<file path="config.mk">
export PLATFORM = sky130hd
export DESIGN_NAME = chat_mention_token_classifier
export DESIGN_NICKNAME = d
export VERILOG_FILES = /design/src/cmt_pkg.sv /design/src/cmt_tracker.sv /design/src/cmt_classify.sv /design/src/chat_mention_token_classifier.sv
export SDC_FILE = /design/constraint.sdc
export NUM_CORES = 1
export LEC_CHECK = 0
export BUFFER_PORTS_ARGS = -buffer_cell sky130_fd_sc_hd__buf_4
export CAP_MARGIN = 20
export CORE_MARGIN = 5
export CORE_UTILIZATION = 45
export DETAILED_ROUTE_END_ITERATION = 6
export PLACE_DENSITY_LB_ADDON = 0.25
export SLEW_MARGIN = 5
export SYNTH_ARGS = -nofsm -noshare
export SYNTH_HDL_FRONTEND = slang
export SYNTH_SLANG_ARGS = --single-unit
</file>
<file path="constraint.sdc">
create_clock -name clk -period 4.25 [get_ports clk]
set_input_delay 0.6375 -clock clk [delete_from_list [all_inputs] [get_ports clk]]
set_output_delay 0.6375 -clock clk [all_outputs]
set_load 0.02 [all_outputs]
</file>
<file path="src/cmt_pkg.sv">
// Shared types, constants and helpers for the chat mention token classifier.
`default_nettype none
package cmt_pkg;

  localparam int MAX_WORD_LEN = 256;
  localparam int POS_W        = $clog2(MAX_WORD_LEN + 1);
  localparam int CP_W         = $clog2(MAX_WORD_LEN);
  localparam int CHAR_W       = 8;
  localparam int OUT_W        = 8;

  localparam logic [CHAR_W-1:0] CH_LT    = 8'h3C;  // '<'
  localparam logic [CHAR_W-1:0] CH_GT    = 8'h3E;  // '>'
  localparam logic [CHAR_W-1:0] CH_AT    = 8'h40;  // '@'
  localparam logic [CHAR_W-1:0] CH_BANG  = 8'h21;  // '!'
  localparam logic [CHAR_W-1:0] CH_AMP   = 8'h26;  // '&'
  localparam logic [CHAR_W-1:0] CH_HASH  = 8'h23;  // '#'
  localparam logic [CHAR_W-1:0] CH_COLON = 8'h3A;  // ':'
  localparam logic [CHAR_W-1:0] CH_LA    = 8'h61;  // 'a'
  localparam logic [CHAR_W-1:0] CH_ZERO  = 8'h30;  // '0'
  localparam logic [CHAR_W-1:0] CH_NINE  = 8'h39;  // '9'

  typedef enum logic [2:0] {
    TOK_PLAIN    = 3'd0,
    TOK_USER     = 3'd1,
    TOK_NICK     = 3'd2,
    TOK_ROLE     = 3'd3,
    TOK_CHANNEL  = 3'd4,
    TOK_EMOJI    = 3'd5,
    TOK_ANIMATED = 3'd6
  } tok_type_t;

  typedef struct packed {
    logic [CHAR_W-1:0] byte_in;
    logic              last_byte;
  } char_word_t;

  typedef struct packed {
    tok_type_t        token_type;
    logic [OUT_W-1:0] id_start;
    logic [OUT_W-1:0] id_length;
    logic [OUT_W-1:0] name_start;
    logic [OUT_W-1:0] name_length;
  } token_word_t;

  // word state as seen by the classifier on the closing byte
  typedef struct packed {
    logic [CHAR_W-1:0] cur_char;
    logic [POS_W-1:0]  len;
    logic              too_long;
    logic [CHAR_W-1:0] first_char;
    logic [CHAR_W-1:0] second_char;
    logic [CHAR_W-1:0] third_char;
    logic              digits_from_two;
    logic              digits_from_three;
    logic [1:0]        colon_tally;
    logic [CP_W-1:0]   inner_colon_pos;
    logic              digits_after_colon;
  } cmt_snap_t;

  function automatic logic is_digit(input logic [CHAR_W-1:0] c);
    return (c >= CH_ZERO) && (c <= CH_NINE);
  endfunction

endpackage
`default_nettype wire

</file>
<file path="src/cmt_tracker.sv">
// Per-word state: byte position, leading bytes, digit and colon tracking.
`default_nettype none
module cmt_tracker (
  input  wire logic               clk,
  input  wire logic               rst,
  input  wire logic               take,
  input  wire cmt_pkg::char_word_t data,
  output cmt_pkg::cmt_snap_t      snap
);

  logic [cmt_pkg::POS_W-1:0]  position;
  logic [cmt_pkg::CHAR_W-1:0] first_char;
  logic [cmt_pkg::CHAR_W-1:0] second_char;
  logic [cmt_pkg::CHAR_W-1:0] third_char;
  logic                       digits_from_two;
  logic                       digits_from_three;
  logic [1:0]                 colon_tally;
  logic [cmt_pkg::CP_W-1:0]   inner_colon_pos;
  logic                       digits_after_colon;

  logic full;
  logic dig;
  logic inner;

  assign full  = (position == cmt_pkg::POS_W'(cmt_pkg::MAX_WORD_LEN));
  assign dig   = cmt_pkg::is_digit(data.byte_in);
  assign inner = !full && !data.last_byte && (position >= cmt_pkg::POS_W'(1));

  always_ff @(posedge clk) begin
    if (rst || (take && data.last_byte)) begin
      position           <= '0;
      first_char         <= '0;
      second_char        <= '0;
      third_char         <= '0;
      digits_from_two    <= 1'b1;
      digits_from_three  <= 1'b1;
      colon_tally        <= '0;
      inner_colon_pos    <= '0;
      digits_after_colon <= 1'b1;
    end else if (take && !full) begin
      position <= position + cmt_pkg::POS_W'(1);
      if (position == cmt_pkg::POS_W'(0)) first_char  <= data.byte_in;
      if (position == cmt_pkg::POS_W'(1)) second_char <= data.byte_in;
      if (position == cmt_pkg::POS_W'(2)) third_char  <= data.byte_in;
      if (inner) begin
        if (position >= cmt_pkg::POS_W'(2) && !dig) digits_from_two   <= 1'b0;
        if (position >= cmt_pkg::POS_W'(3) && !dig) digits_from_three <= 1'b0;
        if (data.byte_in == cmt_pkg::CH_COLON) begin
          if (colon_tally != 2'd3) colon_tally <= colon_tally + 2'd1;
          inner_colon_pos    <= position[cmt_pkg::CP_W-1:0];
          digits_after_colon <= 1'b1;
        end else if (!dig) begin
          digits_after_colon <= 1'b0;
        end
      end
    end
  end

  always_comb begin
    snap.cur_char           = data.byte_in;
    snap.len                = position + cmt_pkg::POS_W'(1);
    snap.too_long           = full;
    snap.first_char         = first_char;
    snap.second_char        = second_char;
    snap.third_char         = third_char;
    snap.digits_from_two    = digits_from_two;
    snap.digits_from_three  = digits_from_three;
    snap.colon_tally        = colon_tally;
    snap.inner_colon_pos    = inner_colon_pos;
    snap.digits_after_colon = digits_after_colon;
  end

endmodule
`default_nettype wire

</file>
<file path="src/cmt_classify.sv">
// Decodes the word state on the closing byte into a token word.
`default_nettype none
module cmt_classify (
  input  wire cmt_pkg::cmt_snap_t snap,
  output cmt_pkg::token_word_t    tok
);

  localparam int EW = cmt_pkg::POS_W + 1;

  logic [cmt_pkg::POS_W-1:0] cp;
  logic [EW-1:0]             id_len;
  logic                      id_ok;
  logic                      framed;

  assign cp     = cmt_pkg::POS_W'(snap.inner_colon_pos);
  assign id_len = EW'(snap.len) - EW'(cp) - EW'(2);
  assign id_ok  = !id_len[EW-1] && (id_len != '0);
  assign framed = !snap.too_long && (snap.len >= cmt_pkg::POS_W'(4)) &&
                  (snap.first_char == cmt_pkg::CH_LT) && (snap.cur_char == cmt_pkg::CH_GT);

  always_comb begin
    tok = '{cmt_pkg::TOK_PLAIN, '0, '0, '0, '0};
    if (framed) begin
      if (snap.second_char == cmt_pkg::CH_AT) begin
        if (snap.digits_from_two) begin
          tok.token_type = cmt_pkg::TOK_USER;
          tok.id_start   = cmt_pkg::OUT_W'(2);
          tok.id_length  = cmt_pkg::OUT_W'(snap.len - cmt_pkg::POS_W'(3));
        end else if (snap.len > cmt_pkg::POS_W'(4) && snap.digits_from_three) begin
          if (snap.third_char == cmt_pkg::CH_BANG) begin
            tok.token_type = cmt_pkg::TOK_NICK;
            tok.id_start   = cmt_pkg::OUT_W'(3);
            tok.id_length  = cmt_pkg::OUT_W'(snap.len - cmt_pkg::POS_W'(4));
          end else if (snap.third_char == cmt_pkg::CH_AMP) begin
            tok.token_type = cmt_pkg::TOK_ROLE;
            tok.id_start   = cmt_pkg::OUT_W'(3);
            tok.id_length  = cmt_pkg::OUT_W'(snap.len - cmt_pkg::POS_W'(4));
          end
        end
      end else if (snap.second_char == cmt_pkg::CH_HASH && snap.digits_from_two) begin
        tok.token_type = cmt_pkg::TOK_CHANNEL;
        tok.id_start   = cmt_pkg::OUT_W'(2);
        tok.id_length  = cmt_pkg::OUT_W'(snap.len - cmt_pkg::POS_W'(3));
      end else if (snap.len > cmt_pkg::POS_W'(5) && snap.colon_tally == 2'd2) begin
        if (snap.second_char == cmt_pkg::CH_COLON) begin
          if (cp > cmt_pkg::POS_W'(2) && id_ok && snap.digits_after_colon) begin
            tok.token_type  = cmt_pkg::TOK_EMOJI;
            tok.name_start  = cmt_pkg::OUT_W'(2);
            tok.name_length = cmt_pkg::OUT_W'(cp - cmt_pkg::POS_W'(2));
            tok.id_start    = cmt_pkg::OUT_W'(cp + cmt_pkg::POS_W'(1));
            tok.id_length   = cmt_pkg::OUT_W'(id_len);
          end
        end else if (snap.len > cmt_pkg::POS_W'(6) && snap.second_char == cmt_pkg::CH_LA &&
                     snap.third_char == cmt_pkg::CH_COLON) begin
          if (cp > cmt_pkg::POS_W'(3) && id_ok && snap.digits_after_colon) begin
            tok.token_type  = cmt_pkg::TOK_ANIMATED;
            tok.name_start  = cmt_pkg::OUT_W'(3);
            tok.name_length = cmt_pkg::OUT_W'(cp - cmt_pkg::POS_W'(3));
            tok.id_start    = cmt_pkg::OUT_W'(cp + cmt_pkg::POS_W'(1));
            tok.id_length   = cmt_pkg::OUT_W'(id_len);
          end
        end
      end
    end
  end

endmodule
`default_nettype wire

</file>
<file path="src/chat_mention_token_classifier.sv">
// Top level of the chat mention token classifier.
// Takes one byte word per cycle while char_stall is low; on the word flagged last_byte
// the token class and the id and name offsets/lengths appear on the token channel on
// the next cycle. The per-word state registers update and the classifier feeds a
// single result register, so bytes stream at full rate as long as the token side is
// not stalling a held result. Words longer than 256 bytes classify as plain.
`default_nettype none
module chat_mention_token_classifier (
  input  wire logic                 clk,
  input  wire logic                 rst,
  input  wire logic                 char_valid,
  output logic                      char_stall,
  input  wire cmt_pkg::char_word_t  char_data,
  output logic                      token_valid,
  input  wire logic                 token_stall,
  output cmt_pkg::token_word_t      token_data
);

  logic                 take;
  cmt_pkg::cmt_snap_t   snap;
  cmt_pkg::token_word_t tok;

  assign char_stall = token_valid && token_stall;
  assign take       = char_valid && !char_stall;

  cmt_tracker u_tracker (
    .clk  (clk),
    .rst  (rst),
    .take (take),
    .data (char_data),
    .snap (snap)
  );

  cmt_classify u_classify (
    .snap (snap),
    .tok  (tok)
  );

  always_ff @(posedge clk) begin
    if (rst) begin
      token_valid <= 1'b0;
    end else if (take && char_data.last_byte) begin
      token_valid <= 1'b1;
    end else if (!token_stall) begin
      token_valid <= 1'b0;
    end
  end

  always_ff @(posedge clk) begin
    if (take && char_data.last_byte) begin
      token_data <= tok;
    end
  end

endmodule
`default_nettype wire

</file>
==> impl_metrics.toml, run 1 <==
[synth]
netlist_instances = 564
yosys.area.top_type = "dfxtp_1"
share_of_synthesized_area_occupied_by_flip_flops_and_latches_pct = 37.2
yosys_warnings = 0
ys_async_sr_fraction_pct = 0
netlist_area_sq_um = 4880
synthDominantCellAreaShare_pct = 19.3
synth_flop_cell = "dfxtp_1"
yosysUniqueCellTypes = 82
avgSynthCellArea_sq_um = 8.65
synth_edf_count = 29
synth.top_cells.by_area = "dfxtp_1, edfxtp_1, ha_1, nand2_1, a21oi_1"
yosys_register_bits = 76

[final_layout]
layout.cells.most_common_list = "nand2_1, buf_4, nor2_1, a21oi_1, dfxtp_1"
final_core_util_pct = 52.5
mostFrequentLayoutCell = "nand2_1"
multi_input_area_sq_um = 2810
growth_of_design_area_from_synthesis_to_finish_pct = 15.6
fillerInstances = 1034
layout.area.seq_sq_um = 1810
final_design_area_no_fill_sq_um = 5640
layout_cell_share_with_drive_strength_beyond_1_pct = 18.5
nets = 652
insertedDiodeCount = 0

[detailed_routing]
dr.first_iter.drc_count = 270
dr_total_vias = 4337
detail_route.wirelength_mm = 12.8
post_detailed_route_wirelength_per_cell_um = 16.9
route.detailed.drc = 0
ratio_of_routed_vias_to_standard_cells = 5.73
route.antenna.remaining_nets = 0
drt-pass1-iter-count = 5

[global_routing]
grt_start_max_net_pins = 44
antenna_found_initial = 0
met3_capacity_usage_during_global_routing_pct = 3.01
gr-total-overflow = 0
groute.layer.met2.usage_pct = 33.3
global_route.peak_usage_layer = "met2"
grt_first_pass_wirelength_mm = 20.7
grt_use_total_pct = 19.8
first_global_vias = 4227
grtUsageMet1_pct = 25.7

[timing]
fin_worst_hold_slack_ns = 0.447
fin_setup_tns_ns = 0
final.setup_skew_ns = 0.0110
report.final.setup_viol = 0
rsz_0062_raised_after_global_routing = "false"
slew_violations = 0
max-slew-margin-rel_pct = 46.4
worstMarginPinSlew_ns = 0.797
final_clock_period_utilization_by_the_worst_path_pct = 95.6
final_critical_path_setup_slack_ns = 0.187
max_clock_freq_mhz = 246
finalWorstPathRequiredPeriod_ns = 4.06
report.final.hold_viol_count = 0

[power]
netSwitchingPower_mw = 0.426
share_seq_of_total_power_pct = 49.6
power_density_nw_per_um2 = 281
p_int_mw = 1.16
combinational_cell_fraction_of_total_power_pct = 12.2
switching_share_pct = 26.9
vdd_ir_drop_max_v = 0.000141
power_frac_clock_pct = 38.2
static-leakage-power_nw = 2.18

[clock_tree]
tritoncts_num_sinks = 76
clockBufferDepth = 2
cts_hold_buffers = 0
tritoncts.num_buffers = 9
cts_tree = "done"
worst_skew_pair.late_latency_ns = 0.37
cts-htree-levels = 3
cts.clk_slew.worst_paths_ns = 0.08
root_buffer = "clkbuf_8"

[critical_path]
crit_fanout = 6
crit_family = "adder cells"
cp.buffers_inverters = 5
crit_path_cell_trace = "inv_1 > ha_1 > inv_1 > ha_1 > inv_1 > ha_1 > fa_1 > xor2_1 > nor4b_1 > o221ai_2 > a2111oi_4 > buf_4 > nor3b_2 > nand3_2 > inv_2 > a221o_1"
setup.worst_path.end_class = "flop"
worstPathRequired_ns = 4.37
crit_path_start_kind = "flop"
cpMaxStageDelayCell = "dfxtp_1"
worst-endpoint-arrival_ns = 4.18
criticalPathCategory = "reg -> reg"
max_stage_delay_ns = 0.45

[floorplanning]
placement_rows = 38
top_ports = 50
fp.dieW_um = 114
initial_core_util_pct = 45.4
fp.dieArea_sq_um = 13000
core_sq_um = 10700
die_h_um = 114

[placed_design]
placedInstanceArea_sq_um = 5390
gpl.final_weighted_congestion = 0.923
portBuffers = 43
place.detailed.hpwl_mm = 9.85
place_worst_setup_slack_ns = 0.116

[status]
status = "completed"

[job]
max_cap_violations = 0

[worst_hold_path]
min_path_type = "in -> reg"
cell families after synthesis:
group           share of synthesized area (%)
flops                                    37.2
xor+xnor                                 5.18
simple gates                             25.0
buf+inv                                  6.03
compound gates                           17.8
mux                                      1.64
other cells                            0.0769
fa+ha+maj                                7.08
cell type report:
| cell class | instances | area share [%] |
|---|---|---|
| clock buffers | 11 | 2.69 |
| clock inverters | 5 | 1.15 |
| inverters | 28 | 1.86 |
| multi-input cells | 431 | 49.9 |
| flip-flops and latches | 76 | 32.2 |
| well taps | 140 | 3.11 |
| repair buffers | 66 | 9.15 |
stage by stage:
step | cells | total power [mW]
after floorplan | 569 | 0.926
after global placement | 739 | 0.985
after detailed placement | 740 | 0.992
after CTS | 756 | 1.60
after global routing | 757 | 1.65
final | 757 | 1.58
routing by layer:
layer	vias up	part of all wire, %
met1	2045	44
met5	-	0
met2	153	48
met3	24	6.5
li1	2115	-
met4	0	1.7
worst register-to-register path: cells and delay by family (launching register included):
| family | cells | cell delay, ns |
|---|---|---|
| adder cells (fa/ha/maj) | 4 | 1.25 |
| AO/OA/AOI/OAI | 3 | 0.87 |
| AND/OR/NAND/NOR | 3 | 0.55 |
| buffers and inverters | 5 | 0.48 |
| flip-flops | 1 | 0.45 |
| XOR/XNOR | 1 | 0.20 |
worst paths after layout:
check	from	to	slack, ns	depth (start not counted)
setup / recovery	u_tracker.position[0]	token_data[18]	0.19	16
hold / removal	rst	token_valid	0.45	2
setup reg to reg	u_tracker.position[0]	token_data[18]	0.19	16
hold reg to reg	u_tracker.first_char[1]	u_tracker.first_char[1]	0.46	2
power by group through the flow:
stage               logic, mW  clock network (mW)  registers [mW]
floorplan               0.111                   0           0.815
global placement        0.183                   0           0.801
detailed placement      0.190                   0           0.802
CTS                     0.190               0.620           0.785
global route            0.209               0.653           0.788
finish                  0.194               0.605           0.785
timing repair:
action | in CTS | in global routing
setup buffers | 0 | 1
resized for setup | 0 | 6
setup endpoints to repair | 0 | 20
registers in the layout, indices dropped and copies added (netlist names), 2 cells and up:
| signal | cells |
|---|---|
| u_tracker.third_char | 8 |
| u_tracker.second_char | 8 |
| token_data | 29 |
| u_tracker.position | 9 |
| u_tracker.inner_colon_pos | 8 |
| u_tracker.first_char | 8 |
| u_tracker.colon_tally | 2 |
synth_stat cells (3+ instances only):
cell type   n
dfxtp_1    47
and2_1      3
nor3_1      7
a21oi_1    46
a221oi_1    3
buf_4      10
ha_1       26
buf_2       7
nand3_1    44
o21ai_0    18
o221ai_1    4
and3_1      8
a21o_1      4
or3_1       3
nand4b_1    4
xor2_1      7
a311oi_1    4
nor3b_1     3
o21ai_1     3
nor4_1      3
o211ai_1    3
nand2_1    70
nor4b_1     5
mux2i_1     8
a2111oi_0   3
or3b_2      3
a31oi_1     6
nand4_1     3
nor2_1     53
xnor2_1    20
nand2b_1    9
edfxtp_1   29
inv_1      26
clkbuf_1   14
Power figures use the tool's default switching activity.
==> inputs of run 2 (changes only) <==
Settings changed: PLACE_DENSITY set to 0.69, PLACE_DENSITY_LB_ADDON 0.25 to unset.
==> impl_metrics.toml, run 2 (same netlist as run 1, synthesis figures left out) <==
[final_layout]
post_layout_nonfiller_instances = 754
flip_flop_count_of_the_largest_register_all_copies_and_words_added = 29
layout.area.seq_sq_um = 1810
layout_cell_share_with_drive_strength_beyond_1_pct = 18.1
nets = 649
layout.cells.most_common_list = "nand2_1, buf_4, nor2_1, a21oi_1, dfxtp_1"
growth_of_design_area_from_synthesis_to_finish_pct = 14.6
regMostFlops = "token_data"
multi_input_area_sq_um = 2810
insertedDiodeCount = 0
top_regs = "token_data x29, u_tracker.position x9"
fillerInstances = 1028
mostFrequentLayoutCell = "nand2_1"

[status]
status = "completed"

[global_routing]
gr-total-overflow = 0
grt_use_total_pct = 19.6
antenna_found_initial = 0
groute.layer.met2.usage_pct = 32.5
grt_first_pass_wirelength_mm = 20.5
grt_start_max_net_pins = 44
grtUsageMet1_pct = 25.9
met3_capacity_usage_during_global_routing_pct = 3.07
first_global_vias = 4089
global_route.peak_usage_layer = "met2"

[timing]
worstMarginPinSlew_ns = 0.668
rsz_0062_raised_after_global_routing = "false"
final.setup_skew_ns = 0.00599
finalWorstPathRequiredPeriod_ns = 4.05
final_clock_period_utilization_by_the_worst_path_pct = 95.3
fin_setup_tns_ns = 0
report.final.setup_viol = 0
report.final.hold_viol_count = 0
max_clock_freq_mhz = 247
final_critical_path_setup_slack_ns = 0.198
max-slew-margin-rel_pct = 55.0
slew_violations = 0

[critical_path]
worstPathRequired_ns = 4.34
cpMostUsedCell = "ha_1"
cpMaxStageDelayCell = "or3b_4"
worst-endpoint-arrival_ns = 4.14
criticalPathCategory = "reg -> reg"
max_stage_delay_ns = 0.43
cp.buffers_inverters = 2
crit_family = "simple AND/OR/NAND/NOR gates"
crit_fanout = 9
setup.worst_path.end_class = "flop"
crit_path_cell_trace = "ha_1 > and3_1 > and2_2 > xnor2_2 > ha_1 > inv_1 > ha_1 > or3b_2 > o211ai_1 > or3b_4 > a2111oi_4 > buf_4 > nor3_2 > a221oi_1 > a31oi_1"
crit_path_start_kind = "flop"

[detailed_routing]
route.detailed.drc = 0
route.antenna.remaining_nets = 0
dr.first_iter.drc_count = 304
post_detailed_route_wirelength_per_cell_um = 16.8
detail_route.wirelength_mm = 12.7
dr_total_vias = 4370
drt-pass1-iter-count = 7
ratio_of_routed_vias_to_standard_cells = 5.80

[power]
power_density_nw_per_um2 = 278
vdd_ir_drop_max_v = 0.000155
power_mw = 1.55
static-leakage-power_nw = 2.15

[floorplanning]
fp.dieArea_sq_um = 13000
fp.dieW_um = 114
die_h_um = 114
initial_core_util_pct = 45.4
placement_rows = 38
core_sq_um = 10700
top_ports = 50

[placed_design]
placed_cells_incl_taps = 737
place_worst_setup_slack_ns = 0.188
place.detailed.hpwl_mm = 9.62
portBuffers = 43
gpl.final_weighted_congestion = 0.893

[clock_tree]
cts.clk_slew.worst_paths_ns = 0.08
tritoncts_num_sinks = 76
tritoncts.num_buffers = 9
cts_hold_buffers = 0
cts_tree = "done"
worst_skew_pair.late_latency_ns = 0.36
root_buffer = "clkbuf_8"
cts-htree-levels = 3
clockBufferDepth = 2

[worst_hold_path]
min_path_type = "in -> reg"

[job]
max_cap_violations = 0
-- run 2: routing by layer --
layer  part of all wire, %  routed length (um)
met1                    45                5640
met2                    47                5960
met3                   6.1                 774
met4                   2.2                 281
met5                     0                   0
-- run 2: power breakdown --
| group | internal, mW | switching (mW) | leakage [nW] |
|---|---|---|---|
| Clock | 0.286 | 0.287 | 0.0963 |
| Combinational | 0.0717 | 0.120 | 1.40 |
| Sequential | 0.774 | 0.0113 | 0.649 |
| Total | 1.13 | 0.418 | 2.15 |
-- run 2: timing repair --
item / CTS / global route
endpoints found under the setup margin: 0 / 16
setup buffers: 0 / 0
gates resized for setup: 0 / 7
-- run 2: worst reg2reg max path: stages, from the launching register on --
cell and delay (ns):
dfxtp_2 0.36, ha_1 0.21, and3_1 0.22, and2_2 0.25
xnor2_2 0.16, ha_1 0.30, inv_1 0.04, ha_1 0.40
or3b_2 0.24, o211ai_1 0.09, or3b_4 0.43, a2111oi_4 0.43
buf_4 0.20, nor3_2 0.09, a221oi_1 0.30, a31oi_1 0.06
-- run 2: layout make-up --
type                            count  share of cell area [%]
Sequential cell                    76                    32.5
Inverter                           28                    1.88
Multi-Input combinational cell    431                    50.3
Clock inverter                      6                    1.12
Tap cell                          140                    3.14
Clock buffer                       10                    2.46
Timing Repair Buffer               63                    8.60
-- run 2: worst paths after layout --
| check | from | endpoint | slack [ns] | cells after the start |
|---|---|---|---|---|
| setup / recovery | u_tracker.position[1] | token_data[3] | 0.20 | 15 |
| hold / removal | rst | token_valid | 0.45 | 2 |
| setup reg to reg | u_tracker.position[1] | token_data[3] | 0.20 | 15 |
| hold reg to reg | u_tracker.first_char[5] | u_tracker.first_char[5] | 0.46 | 2 |
-- run 2: stage by stage --
stage | utilization [%] | area, sq um | hold slack, ns
after floorplan | - | 4890 | 0.431
after global placement | 49.8 | 5350 | 0.439
after detailed placement | 49.8 | 5350 | 0.445
after CTS | 51.6 | 5550 | 0.435
after global routing | 52.0 | 5590 | 0.437
final | 52.0 | 5590 | 0.447
==> inputs of run 3 (changes only) <==
Settings changed: CORE_UTILIZATION 45 to 54, PLACE_DENSITY 0.69 to 0.8.
==> impl_metrics.toml, run 3 (same netlist as run 1, synthesis figures left out) <==
[status]
status = "completed"

[final_layout]
final_core_util_pct = 63.5
mostFrequentLayoutCell = "nand2_1"
flip_flop_count_of_the_largest_register_all_copies_and_words_added = 29
multi_input_area_sq_um = 2810
top_regs = "token_data x29, u_tracker.position x9"
layout.area.seq_sq_um = 1810
growth_of_design_area_from_synthesis_to_finish_pct = 14.2
insertedDiodeCount = 0
nets = 650
layout_cell_share_with_drive_strength_beyond_1_pct = 18.2
fillerInstances = 756
layout.cells.most_common_list = "nand2_1, buf_4, nor2_1, a21oi_1, dfxtp_1"
regMostFlops = "token_data"

[power]
power_density_nw_per_um2 = 277
vdd_ir_drop_max_v = 0.000162
static-leakage-power_nw = 2.15

[detailed_routing]
ratio_of_routed_vias_to_standard_cells = 6.04
route.detailed.drc = 0
detail_route.wirelength_mm = 12.4
post_detailed_route_wirelength_per_cell_um = 17.1
route.antenna.remaining_nets = 0
drt-pass1-iter-count = 5
dr_total_vias = 4368
dr.first_iter.drc_count = 383

[critical_path]
criticalPathCategory = "reg -> reg"
crit_fanout = 6
timing.reg2reg.worst_path_depth = 16
worst_r2r_endpoint = "token_data[18]"
worstPathRequired_ns = 4.35
reg2reg_launch_point = "u_tracker.position[1]"
setup.worst_path.end_class = "flop"
r2r_setup_slack_ns = 0.19
crit_path_start_kind = "flop"
worst-endpoint-arrival_ns = 4.16

[global_routing]
met3_capacity_usage_during_global_routing_pct = 4.07
groute.layer.met2.usage_pct = 35.8
gr-total-overflow = 0
grt_first_pass_wirelength_mm = 20.0
global_route.peak_usage_layer = "met2"
first_global_vias = 4090
grt_use_total_pct = 22.1
grtUsageMet1_pct = 28.8
grt_start_max_net_pins = 31
antenna_found_initial = 0

[job]
max_cap_violations = 0

[worst_hold_path]
hold_path_end = "token_valid"
min_path_type = "in -> reg"
worstHoldPathCells = 2
min-delay-start = "rst"

[timing]
max-slew-margin-rel_pct = 40.9
slew_violations = 0
worstMarginPinSlew_ns = 0.887
report.final.setup_viol = 0
max_clock_freq_mhz = 246
final.setup_skew_ns = 0.0124
final_clock_period_utilization_by_the_worst_path_pct = 95.6
finalWorstPathRequiredPeriod_ns = 4.06
fin_worst_hold_slack_ns = 0.459
report.final.hold_viol_count = 0

[clock_tree]
cts_hold_buffers = 0
cts.clk_slew.worst_paths_ns = 0.08
clockBufferDepth = 2
cts-htree-levels = 3
root_buffer = "clkbuf_8"
worst_skew_pair.late_latency_ns = 0.35
tritoncts.num_buffers = 9
tritoncts_num_sinks = 76
cts_tree = "done"

[floorplanning]
fp.dieW_um = 105
core_sq_um = 8760
die_h_um = 105
placement_rows = 34
top_ports = 50
initial_core_util_pct = 55.6
fp.dieArea_sq_um = 11000

[placed_design]
place.detailed.hpwl_mm = 9.41
portBuffers = 43
gpl.final_weighted_congestion = 0.917
run 3: worst max path at each step:
| stage | startpoint | endpoint | slack [ns] | cells past startpoint |
|---|---|---|---|---|
| floorplan | u_tracker.position[0] | token_data[18] | 0.28 | 16 |
| global placement | u_tracker.position[0] | token_data[18] | 0.13 | 15 |
| detailed placement | u_tracker.position[0] | token_data[18] | 0.09 | 15 |
| CTS | u_tracker.position[0] | token_data[18] | 0.07 | 15 |
| global route | u_tracker.position[1] | token_data[18] | -0.001 | 16 |
| finish | u_tracker.position[1] | token_data[18] | 0.19 | 16 |
run 3: area by class of cell:
cell class	instances	share of cell area (%)
Clock buffer	12	3.19
Tap cell	108	2.43
Timing Repair Buffer	64	8.99
Multi-Input combinational cell	431	50.4
Inverter	28	1.89
Sequential cell	76	32.6
Clock inverter	4	0.494
run 3: metrics by stage:
step / worst slack, ns / area [sq um] / setup TNS (ns) / std cells / total power [mW]
2_1_floorplan: 0.285 / 4890 / 0 / 569 / 0.926
3_3_place_gp: 0.126 / 5310 / 0 / 705 / 0.983
3_5_place_dp: 0.0949 / 5310 / 0 / 705 / 0.986
4_1_cts: 0.0660 / 5510 / 0 / 721 / 1.54
5_1_grt: -0.00139 / 5570 / -0.00139 / 723 / 1.60
6_report: 0.189 / 5570 / 0 / 723 / 1.54
run 3: routing by layer:
| layer | vias to the layer above | part of all wire (%) |
|---|---|---|
| met4 | 0 | 2.6 |
| met5 | - | 0 |
| li1 | 2108 | - |
| met1 | 2040 | 43 |
| met3 | 31 | 7.2 |
| met2 | 189 | 48 |
run 3: worst max-delay path, stage by stage (launching register included):
cell,delay (ns)
dfxtp_1,0.44
inv_1,0.14
ha_1,0.32
inv_1,0.07
ha_1,0.27
inv_1,0.04
ha_1,0.22
fa_1,0.43
xor2_1,0.19
nor4b_1,0.35
o221ai_1,0.24
a2111oi_4,0.35
buf_4,0.20
nor3b_4,0.06
nand3_2,0.08
inv_2,0.07
a221o_1,0.33
run 3: power breakdown:
part           leakage, nW  switching, mW  internal, mW
Combinational         1.40          0.119        0.0712
Sequential           0.649         0.0117         0.774
Clock                0.104          0.279         0.285
Total                 2.15          0.410          1.13
run 3: what timing repair did:
action                     CTS  global route
setup endpoints to repair    0            20
buffers inserted             0             1
gates resized for setup      0             7
